## src/rtl/bdlp_pkg.sv

```systemverilog
// ----------------------------------------------------------------------------
// bdlp_pkg
// Shared types and state codes for the button debouncer with long press.
// ----------------------------------------------------------------------------
package bdlp_pkg;

  localparam int unsigned TimeW  = 32;
  localparam int unsigned StateW = 3;
  localparam int unsigned CfgIdxW = 2;

  localparam logic [StateW-1:0] ST_RELEASED   = 3'd0;
  localparam logic [StateW-1:0] ST_REL_EDGE   = 3'd1;
  localparam logic [StateW-1:0] ST_PRESS_EDGE = 3'd2;
  localparam logic [StateW-1:0] ST_HELD       = 3'd3;
  localparam logic [StateW-1:0] ST_LONG_EVT   = 3'd4;
  localparam logic [StateW-1:0] ST_LONG_HELD  = 3'd5;

  localparam logic [CfgIdxW-1:0] CFG_DEBOUNCE_DELAY   = 2'd0;
  localparam logic [CfgIdxW-1:0] CFG_LONG_PRESS_DELAY = 2'd1;
  localparam logic [CfgIdxW-1:0] CFG_REPEAT_INTERVAL  = 2'd2;

  localparam logic [TimeW-1:0] DEBOUNCE_DELAY_RST   = 32'd10;
  localparam logic [TimeW-1:0] LONG_PRESS_DELAY_RST = 32'd1000;
  localparam logic [TimeW-1:0] REPEAT_INTERVAL_RST  = 32'd200;

  typedef struct packed {
    logic             raw_level;
    logic [TimeW-1:0] now_ms;
  } in_item_t;

  typedef struct packed {
    logic [StateW-1:0] button_state;
    logic              press_event;
    logic              release_event;
    logic              long_press_event;
    logic              is_down;
    logic              is_long_down;
  } out_item_t;

endpackage

```

## src/rtl/bdlp_sampler.sv

```systemverilog
// ----------------------------------------------------------------------------
// bdlp_sampler
// Time-gated shift history of the raw level; flags a fully set history.
// ----------------------------------------------------------------------------
module bdlp_sampler import bdlp_pkg::*; #(
  parameter int unsigned HISTORY_BITS = 8
) (
  input  logic             clk_i,
  input  logic             rst_ni,
  input  logic             en_i,
  input  logic             raw_level_i,
  input  logic [TimeW-1:0] now_ms_i,
  input  logic [TimeW-1:0] debounce_delay_i,
  output logic             full_o
);

  logic [HISTORY_BITS-1:0] history_q, history_d;
  logic [TimeW-1:0]        last_q;
  logic [TimeW-1:0]        elapsed;
  logic                    take;

  assign elapsed = now_ms_i - last_q;
  assign take    = elapsed > debounce_delay_i;

  always_comb begin
    history_d = history_q;
    if (take) begin
      history_d = {raw_level_i, history_q[HISTORY_BITS-1:1]};
    end
  end

  assign full_o = &history_d;

  always_ff @(posedge clk_i or negedge rst_ni) begin
    if (!rst_ni) begin
      history_q <= '0;
      last_q    <= '0;
    end else if (en_i && take) begin
      history_q <= history_d;
      last_q    <= now_ms_i;
    end
  end

endmodule

```

## src/rtl/bdlp_fsm.sv

```systemverilog
// ----------------------------------------------------------------------------
// bdlp_fsm
// Press, hold, long-press and repeat state machine with result decode.
// ----------------------------------------------------------------------------
module bdlp_fsm import bdlp_pkg::*; (
  input  logic             clk_i,
  input  logic             rst_ni,
  input  logic             en_i,
  input  logic             full_i,
  input  logic [TimeW-1:0] now_ms_i,
  input  logic [TimeW-1:0] long_press_delay_i,
  input  logic [TimeW-1:0] repeat_interval_i,
  output out_item_t        result_o
);

  logic [StateW-1:0] state_q, state_d;
  logic [TimeW-1:0]  press_start_q, press_start_d;
  logic [TimeW-1:0]  repeat_start_q, repeat_start_d;
  logic [TimeW-1:0]  press_age, repeat_age;

  assign press_age  = now_ms_i - press_start_q;
  assign repeat_age = now_ms_i - repeat_start_q;

  always_comb begin
    state_d        = state_q;
    press_start_d  = press_start_q;
    repeat_start_d = repeat_start_q;
    if (full_i) begin
      case (state_q)
        ST_PRESS_EDGE: state_d = ST_HELD;
        ST_HELD: begin
          if (press_age > long_press_delay_i) begin
            state_d        = ST_LONG_EVT;
            repeat_start_d = now_ms_i;
          end
        end
        ST_LONG_EVT: state_d = ST_LONG_HELD;
        ST_LONG_HELD: begin
          if (repeat_age > repeat_interval_i) begin
            state_d        = ST_LONG_EVT;
            repeat_start_d = now_ms_i;
          end
        end
        default: begin
          state_d       = ST_PRESS_EDGE;
          press_start_d = now_ms_i;
        end
      endcase
    end else if (state_q inside {[ST_PRESS_EDGE:ST_LONG_HELD]}) begin
      state_d       = ST_REL_EDGE;
      press_start_d = now_ms_i;
    end else begin
      state_d = ST_RELEASED;
    end
  end

  always_comb begin
    result_o.button_state     = state_d;
    result_o.press_event      = (state_d == ST_PRESS_EDGE);
    result_o.release_event    = (state_d == ST_REL_EDGE);
    result_o.long_press_event = (state_d == ST_LONG_EVT);
    result_o.is_down          = (state_d == ST_PRESS_EDGE) || (state_d == ST_HELD);
    result_o.is_long_down     = (state_d == ST_LONG_EVT) || (state_d == ST_LONG_HELD);
  end

  always_ff @(posedge clk_i or negedge rst_ni) begin
    if (!rst_ni) begin
      state_q        <= ST_RELEASED;
      press_start_q  <= '0;
      repeat_start_q <= '0;
    end else if (en_i) begin
      state_q        <= state_d;
      press_start_q  <= press_start_d;
      repeat_start_q <= repeat_start_d;
    end
  end

endmodule

```

## src/rtl/button_debounce_long_press_fsm.sv

```systemverilog
// ----------------------------------------------------------------------------
// button_debounce_long_press_fsm
// One poll per cycle sustained unless out_ready_i stalls the result register.
// One input register, one compare/shift/state update, one result register.
// Reset clears history, times and state; registers return to 10/1000/200 ms.
// ----------------------------------------------------------------------------
module button_debounce_long_press_fsm import bdlp_pkg::*; #(
  parameter int unsigned HISTORY_BITS = 8
) (
  input  logic               clk_i,
  input  logic               rst_ni,
  input  logic               in_valid_i,
  output logic               in_ready_o,
  input  in_item_t           in_item_i,
  output logic               out_valid_o,
  input  logic               out_ready_i,
  output out_item_t          out_item_o,
  input  logic               cfg_we_i,
  input  logic [CfgIdxW-1:0] cfg_idx_i,
  input  logic [TimeW-1:0]   cfg_wdata_i
);

  logic             in_valid_q;
  in_item_t         in_q;
  logic             out_valid_q;
  out_item_t        out_q;
  out_item_t        result;
  logic             advance;
  logic             full;
  logic [TimeW-1:0] debounce_delay_q;
  logic [TimeW-1:0] long_press_delay_q;
  logic [TimeW-1:0] repeat_interval_q;

  assign advance    = in_valid_q && (!out_valid_q || out_ready_i);
  assign in_ready_o = !in_valid_q || advance;

  always_ff @(posedge clk_i or negedge rst_ni) begin
    if (!rst_ni) begin
      debounce_delay_q   <= DEBOUNCE_DELAY_RST;
      long_press_delay_q <= LONG_PRESS_DELAY_RST;
      repeat_interval_q  <= REPEAT_INTERVAL_RST;
    end else if (cfg_we_i) begin
      case (cfg_idx_i)
        CFG_DEBOUNCE_DELAY:   debounce_delay_q   <= cfg_wdata_i;
        CFG_LONG_PRESS_DELAY: long_press_delay_q <= cfg_wdata_i;
        CFG_REPEAT_INTERVAL:  repeat_interval_q  <= cfg_wdata_i;
        default: ;
      endcase
    end
  end

  always_ff @(posedge clk_i or negedge rst_ni) begin
    if (!rst_ni) begin
      in_valid_q <= 1'b0;
    end else if (in_ready_o) begin
      in_valid_q <= in_valid_i;
    end
  end

  always_ff @(posedge clk_i) begin
    if (in_ready_o && in_valid_i) begin
      in_q <= in_item_i;
    end
  end

  bdlp_sampler #(
    .HISTORY_BITS(HISTORY_BITS)
  ) u_sampler (
    .clk_i           (clk_i),
    .rst_ni          (rst_ni),
    .en_i            (advance),
    .raw_level_i     (in_q.raw_level),
    .now_ms_i        (in_q.now_ms),
    .debounce_delay_i(debounce_delay_q),
    .full_o          (full)
  );

  bdlp_fsm u_fsm (
    .clk_i             (clk_i),
    .rst_ni            (rst_ni),
    .en_i              (advance),
    .full_i            (full),
    .now_ms_i          (in_q.now_ms),
    .long_press_delay_i(long_press_delay_q),
    .repeat_interval_i (repeat_interval_q),
    .result_o          (result)
  );

  always_ff @(posedge clk_i or negedge rst_ni) begin
    if (!rst_ni) begin
      out_valid_q <= 1'b0;
    end else if (advance) begin
      out_valid_q <= 1'b1;
    end else if (out_ready_i) begin
      out_valid_q <= 1'b0;
    end
  end

  always_ff @(posedge clk_i) begin
    if (advance) begin
      out_q <= result;
    end
  end

  assign out_valid_o = out_valid_q;
  assign out_item_o  = out_q;

endmodule
```

## config.mk

```make
export PLATFORM = sky130hd
export DESIGN_NAME = button_debounce_long_press_fsm
export DESIGN_NICKNAME = d
export VERILOG_FILES = /design/src/rtl/bdlp_pkg.sv /design/src/rtl/bdlp_sampler.sv /design/src/rtl/bdlp_fsm.sv /design/src/rtl/button_debounce_long_press_fsm.sv
export SDC_FILE = /design/constraint.sdc
export NUM_CORES = 1
export LEC_CHECK = 0
export BUFFER_PORTS_ARGS = -buffer_cell sky130_fd_sc_hd__buf_2
export CAP_MARGIN = 30
export CORE_ASPECT_RATIO = 0.8
export CORE_MARGIN = 2
export CORE_UTILIZATION = 54
export CTS_CLUSTER_SIZE = 28
export DETAILED_ROUTE_END_ITERATION = 10
export PLACE_DENSITY_LB_ADDON = 0.08
export SYNTH_ARGS = -nofsm -noshare
export SYNTH_HDL_FRONTEND = slang
export SYNTH_HIERARCHICAL = 1
export SYNTH_SLANG_ARGS = --single-unit
```

## constraint.sdc

```tcl
create_clock -name clk_i -period 7.18 [get_ports clk_i]
set_input_delay 0.718 -clock clk_i [delete_from_list [all_inputs] [get_ports clk_i]]
set_output_delay 0.718 -clock clk_i [all_outputs]
set_load 0.01 [all_outputs]
```

==> impl_metrics.tcl, run 1 <==
set metrics [dict create \
    cap_violations 0 \
    post_drt_wl_per_cell_um 19.4 \
    regToRegStartpoint "in_q[6]" \
    synthArstFlopShare 0.833 \
    cts_num_sinks 246 \
    dp_slack_ns 0.822 \
    yosys.cell_count.top_type "inv_1" \
    synth_edf_count 41 \
    die_w_um 198 \
    wirelength_um 40000 \
    groute.usage.overall 0.260 \
    finalSetupViolations 0 \
    yosysTopAreaCell "dfrtp_1" \
    grt_max_degree 80 \
    dp_cells 2007 \
    cts_tree "done" \
    status "finished, final reports clean" \
    synthesis.area_mm2 0.0163 \
    cts_setup_buffers 0 \
    antenna_found_initial 2 \
    vdd_drop_max_mv 0.171 \
    grt_pass1_vias 11300 \
    leakagePower_nw 8.63 \
    crit_start "in_q[6]" \
    io_pins 82 \
    cp.arrival_ns 6.94 \
    crit_family "compound AO/OA/AOI/OAI gates" \
    dieArea_mm2 0.0317 \
    nets 1894 \
    root_buffer "clkbuf_16" \
    layout_min_cycle_time_ns 6.51 \
    startpoint_type "register" \
    layout-drive-gt1-share 0.218 \
    fin_cells 2057 \
    antenna_left 0 \
    power_density_mw_per_mm2 319 \
    cts.htree.levels 1 \
    timing.rr.end "u_fsm/repeat_start_q[18]" \
    io_buffers 81 \
    fin_ws_ns 0.672 \
    rsz0062_at_grt "no" \
    wl_met3_um 2700 \
    fmax_mhz 154 \
    ys_seq_elements 246 \
    hold_path.class "input port to async pin" \
    highest_layer "met5" \
    timing_worst_setup_path_type "register to register" \
    wl_met1_um 20700 \
    num_vias 11700 \
    tns_ns 0 \
    yosys_warnings 6 \
    totalPowerFinal_mw 5.79 \
    crit_path_end "u_fsm/repeat_start_q[18]" \
    fin_area_mm2 0.0181 \
    synthToLayoutAreaGrowth_pct 11.0 \
    cp_data_required_time_ns 7.61 \
    place_congestion 0.916 \
    slew_viol_final 0 \
    initial_core_util 0.553 \
    wl_met2_um 16000 \
    fin_skew_ns 0.0137 \
    crit_fanout 32 \
    post-route-util 0.614 \
    cts_hold_buf 0 \
    placed_area_mm2 0.0172 \
    first_iter_violations 882 \
    finalHoldViolCount 0 \
    cp-end-kind "register" \
    crit_chain "ha_1, a2111o_1, o2111ai_2, a31oi_2, a311oi_4, o31ai_1, a21oi_1, o211ai_1, ha_1, nand4_1, nor2_1, nand4_1, and2_0, a22oi_1, o21ai_1, mux2i_1, nor3_1, nand2_1, nor3_1, nand3_1, o41ai_4, buf_12, mux2_2" \
    ctsResizeCount 0 \
    slowest_delay_ns 0.63 \
    ys_seq_area_frac 0.390 \
    crit_cells 23 \
    synth_cells 1534 \
    ys.flop_type "dfrtp_1" \
    grt-ovfl-total 0 \
    cp_num_buf_inv 1 \
    synth.distinct_cells 77 \
    post-synth-top-area-fraction 0.297 \
    viasPerCell 5.68 \
    drt_pre_antenna_iters 5 \
    core_area_mm2 0.0296 \
    timing.final.crit_share 0.906 \
    drc 0 \
    ys_top_cells_by_area "dfrtp_1 (30%), ha_1 (14%), mux2_2 (13%)" \
    r2r_setup_slack_ns 0.67 \
    worst_skew_pair.late_latency_ns 0.55 \
    die_h_um 160 \
    syn_nets 1798 \
    r2r_cells 23 \
    dp_hpwl_um 30100 \
    tightest_slew_ns 0.824 \
    clk_path_buf_depth 3 \
    ys_top_cells_by_count "inv_1 (215), dfrtp_1 (194), ha_1 (189)" \
    numCtsBuffers 27 \
    rows 56 \
    relSlewSlack 0.447 \
    path_clk_slew_ns 0.06 \
    n_fill_cell 2519 \
    worst_path_max_delay_cell "nor3_1" \
    whs_ns 0.198 \
    grt_pass1_wl_um 63900 \
    avgSynthCellArea_um2 10.7 \
]
## worst register-to-register path, cell delays in order, from the launching register on
cell       delay [ns]
edfxtp_1         0.50
ha_1             0.43
a2111o_1         0.47
o2111ai_2        0.24
a31oi_2          0.20
a311oi_4         0.46
o31ai_1          0.19
a21oi_1          0.28
o211ai_1         0.16
ha_1             0.33
nand4_1          0.11
nor2_1           0.20
nand4_1          0.17
and2_0           0.20
a22oi_1          0.14
o21ai_1          0.14
mux2i_1          0.14
nor3_1           0.63
nand2_1          0.29
nor3_1           0.23
nand3_1          0.14
o41ai_4          0.09
buf_12           0.27
mux2_2           0.39
## final cells by class
class                           instances  area (um^2)  share of cell area
Multi-Input combinational cell       1047         9000               0.496
Sequential cell                       246         6370               0.351
Inverter                              215          807              0.0445
Clock buffer                           38          778              0.0429
Timing Repair Buffer                   93          554              0.0305
Tap cell                              406          508              0.0280
Clock inverter                         11          114             0.00628
Antenna cell                            1         2.50            0.000138
## placed cells by master (no fill, tap or decap), drive strengths merged, types with 11 or more instances in the layout
cell type	n
edfxtp	41
nand3	23
nand2b	19
ha	189
nor3	16
nor2	50
mux2	201
a21o	74
nand4	32
o21ai	49
nor2b	18
dfrtp	194
inv	217
xnor2	55
xor2	26
clkbuf	39
o21a	22
buf	92
nand2	37
a21oi	106
dfstp	11
## power breakdown
part,total [mW],switching (mW),internal [mW]
combinational,2.55,1.36,1.19
clock,1.41,0.608,0.800
sequential,1.83,0.148,1.68
## routing by layer
metal,up-vias,track usage
met4,2,0.0383
met3,42,0.0521
met1,5689,0.421
met2,290,0.359
met5,-,0
li1,5662,-
## state kept, by name, summed over array words and instances, names as in the netlist
name,flops
u_fsm/repeat_start_q,32
in_valid_q,1
u_sampler/last_q,32
debounce_delay_q,32
long_press_delay_q,32
out_item_o,8
repeat_interval_q,32
u_fsm/press_start_q,32
out_valid_o,1
u_sampler/history_q,8
in_q,33
u_fsm/state_q,3
## cells by family after synthesis
logic type | after synthesis | synth area share
multiplexers | 202 | 0.139
buffers and inverters | 241 | 0.0605
XOR/XNOR | 81 | 0.0434
adder cells (fa/ha/maj) | 192 | 0.148
flip-flops | 246 | 0.390
AO/OA/AOI/OAI | 341 | 0.143
AND/OR/NAND/NOR | 231 | 0.0752
## worst min-delay path by stage
stage	startpoint	endpoint	slack, ns	cells past startpoint
finish	rst_ni	u_fsm/press_start_q[9]	0.20	1
floorplan	rst_ni	debounce_delay_q[0]	0.42	0
detailed placement	u_fsm/repeat_start_q[5]	u_fsm/repeat_start_q[5]	0.48	1
CTS	rst_ni	u_fsm/repeat_start_q[12]	0.21	1
global route	rst_ni	u_fsm/press_start_q[9]	0.25	1
global placement	in_valid_q	out_valid_o	0.47	1
No activity file was read; power rests on OpenSTA's default activity.
==> run 2, diff against run 1 <==
- ABC_AREA: unset -> 1
- CORE_UTILIZATION: 54 -> 50
==> run 2 against run 1 <==
  * Non-clock buffer count down 2
  * Sequential share of layout area decreased by 2.2 points
  * Combinational power decreased by 4%
  * Register-to-register slack better by 1.2 ns
  * Largest power group unchanged
  * Wire length increased by 35%
  * Maximum frequency increased by 21%
  * Via count is 35% higher
  * Area after synthesis increased by 8.8%
  * First-iteration DRC count increased by 49%
  * Largest cell class unchanged
  * Sequential power about the same
==> impl_metrics.tcl, run 2 <==
set metrics [dict create \
    status "finished, final reports clean" \
    crit_fanout 56 \
    avgSynthCellArea_um2 7.63 \
    post_drt_wl_per_cell_um 18.7 \
    diodes 0 \
    synth.distinct_cells 50 \
    cp-end-kind "register" \
    antenna_found_initial 0 \
    ys.flop_type "dfrtp_1" \
    antenna_left 0 \
    tightest_slew_ns 0.930 \
    crit_start "in_q[5]" \
    fmax_mhz 187 \
    root_buffer "clkbuf_16" \
    yosys.cell_count.top_type "nand2_1" \
    grt_max_degree 156 \
    die_w_um 215 \
    layout_commonest_cell "nand2_1" \
    num_vias 15800 \
    cts.htree.levels 1 \
    yosysTopAreaCell "dfrtp_1" \
    leakagePower_nw 10.1 \
    drt_pre_antenna_iters 6 \
    tns_ns 0 \
    startpoint_type "register" \
    nets 2656 \
    post-synth-top-area-fraction 0.273 \
    drc 0 \
    cap_violations 0 \
    ctsResizeCount 0 \
    layout_common_cells "nand2_1 (614), inv_1 (353), dfrtp_1 (194), a21oi_1 (194), ha_1 (189)" \
    worst_skew_pair.late_latency_ns 0.57 \
    yosys_warnings 6 \
    viasPerCell 5.46 \
    finalHoldViolCount 0 \
    vdd_drop_max_mv 0.235 \
    numCtsBuffers 28 \
    timing.final.crit_share 0.746 \
    n_fill_cell 3431 \
    grt-ovfl-total 0 \
    largest_register "in_q" \
    dieArea_mm2 0.0371 \
    dp_hpwl_um 41900 \
    cts_tree "done" \
    cts_setup_buffers 0 \
    regToRegStartpoint "in_q[5]" \
    relSlewSlack 0.380 \
    rsz0062_at_grt "no" \
    power_density_mw_per_mm2 294 \
    initial_core_util 0.510 \
    grt_pass1_wl_um 84900 \
    path_clk_slew_ns 0.06 \
    timing_worst_setup_path_type "register to register" \
    synthToLayoutAreaGrowth_pct 8.91 \
    post-route-util 0.555 \
    hold_path.class "input port to async pin" \
    largest_reg_flops 33 \
    synthesis.area_mm2 0.0178 \
    grt_pass1_vias 15000 \
    ys_seq_elements 246 \
    synth_edf_count 41 \
    rows 61 \
    fin_skew_ns 0.0187 \
    ys_seq_area_frac 0.358 \
    io_buffers 81 \
    cp_data_required_time_ns 7.65 \
    synthArstFlopShare 0.833 \
    r2r_setup_slack_ns 1.82 \
    timing.rr.end "u_fsm/press_start_q[11]" \
    place_congestion 0.939 \
    core_area_mm2 0.0349 \
    io_pins 82 \
    syn_nets 2596 \
    clk_path_buf_depth 3 \
    ys_top_cells_by_count "nand2_1 (614), inv_1 (353), a21oi_1 (195)" \
    groute.usage.overall 0.292 \
    die_h_um 173 \
    layout_min_cycle_time_ns 5.36 \
    cts_hold_buf 0 \
    slew_viol_final 0 \
    r2r_cells 26 \
    finalSetupViolations 0 \
    layout-drive-gt1-share 0.0886 \
    synth_cells 2332 \
    cp.arrival_ns 5.82 \
    wirelength_um 54100 \
    crit_path_end "u_fsm/press_start_q[11]" \
    cts_num_sinks 246 \
    first_iter_violations 1315 \
    ys_top_cells_by_area "dfrtp_1 (27%), ha_1 (13%), nand2_1 (13%)" \
]
[run 2: worst max-delay path, cell delays in order (launching register included)]
cell and delay [ns]:
edfxtp_1 0.55, ha_1 0.42, nand2_1 0.14, inv_1 0.07, nand2_1 0.07, nand2_1 0.05, a21oi_1 0.23, o21bai_1 0.19
nand2_1 0.13, nand2_1 0.14, xor2_1 0.19, ha_1 0.31, nand2_1 0.05, inv_1 0.06, nand3_1 0.08, nor2_1 0.29
nand2_1 0.09, nand2_1 0.08, nand2_2 0.05, nand2_2 0.09, nand3_1 0.08, a21oi_1 0.60, nor2_1 0.22, o21ai_4 0.29
buf_4 0.51, nor2_1 0.07, a21oi_1 0.16
[run 2: how the worst min path moves through the flow]
| stage | from | to | slack [ns] |
|---|---|---|---|
| after floorplan | rst_ni | debounce_delay_q[0] | 0.42 |
| after global placement | long_press_delay_q[2] | long_press_delay_q[2] | 0.45 |
| after detailed placement | long_press_delay_q[9] | long_press_delay_q[9] | 0.46 |
| after CTS | rst_ni | u_sampler/last_q[7] | 0.11 |
| after global routing | rst_ni | u_sampler/last_q[7] | 0.12 |
| final | rst_ni | u_sampler/last_q[7] | 0.1 |
[run 2: power by group]
| group | switching (mW) | total [mW] | internal (mW) | leakage (nW) |
|---|---|---|---|---|
| clock | 0.611 | 1.44 | 0.832 | 0.438 |
| combinational | 1.55 | 2.44 | 0.887 | 6.77 |
| sequential | 0.166 | 1.81 | 1.65 | 2.88 |
| total | 2.33 | 5.69 | 3.36 | 10.1 |
[run 2: final cells by class]
cell class | instances | area (um^2) | share of cell area
Clock buffer | 43 | 830 | 0.0428
Multi-Input combinational cell | 1666 | 9620 | 0.496
Clock inverter | 9 | 81.3 | 0.00420
Timing Repair Buffer | 91 | 529 | 0.0273
Tap cell | 472 | 591 | 0.0305
Inverter | 359 | 1350 | 0.0697
Sequential cell | 246 | 6370 | 0.329
[run 2: kinds of logic after synthesis]
logic type | synth area share
xor gates and xnor gates | 0.0404
and+or+nand+nor | 0.247
muxes | 0.000633
buffers and inverters | 0.101
adders and majority gates | 0.136
DFF | 0.358
AOI/OAI and AO/OA | 0.116
[run 2: through the flow]
stage / total power [mW] / worst slack (ns) / cells / instance area, um^2 / hold slack, ns
after floorplan: 3.60 / 3.21 / 2332 / 17800 / 0.422
after global placement: 4.18 / 1.97 / 2832 / 18400 / 0.453
after detailed placement: 4.22 / 1.95 / 2832 / 18400 / 0.456
after CTS: 5.69 / 1.92 / 2884 / 19300 / 0.109
after global routing: 6.14 / 1.41 / 2886 / 19400 / 0.125
final: 5.69 / 1.82 / 2886 / 19400 / 0.0984
[run 2: per-layer routing]
metal  global-route usage  routed length, um
met1                0.469              27400
met4               0.0437                835
met3               0.0383               4140
met2                0.420              21700
met5                    0                  0
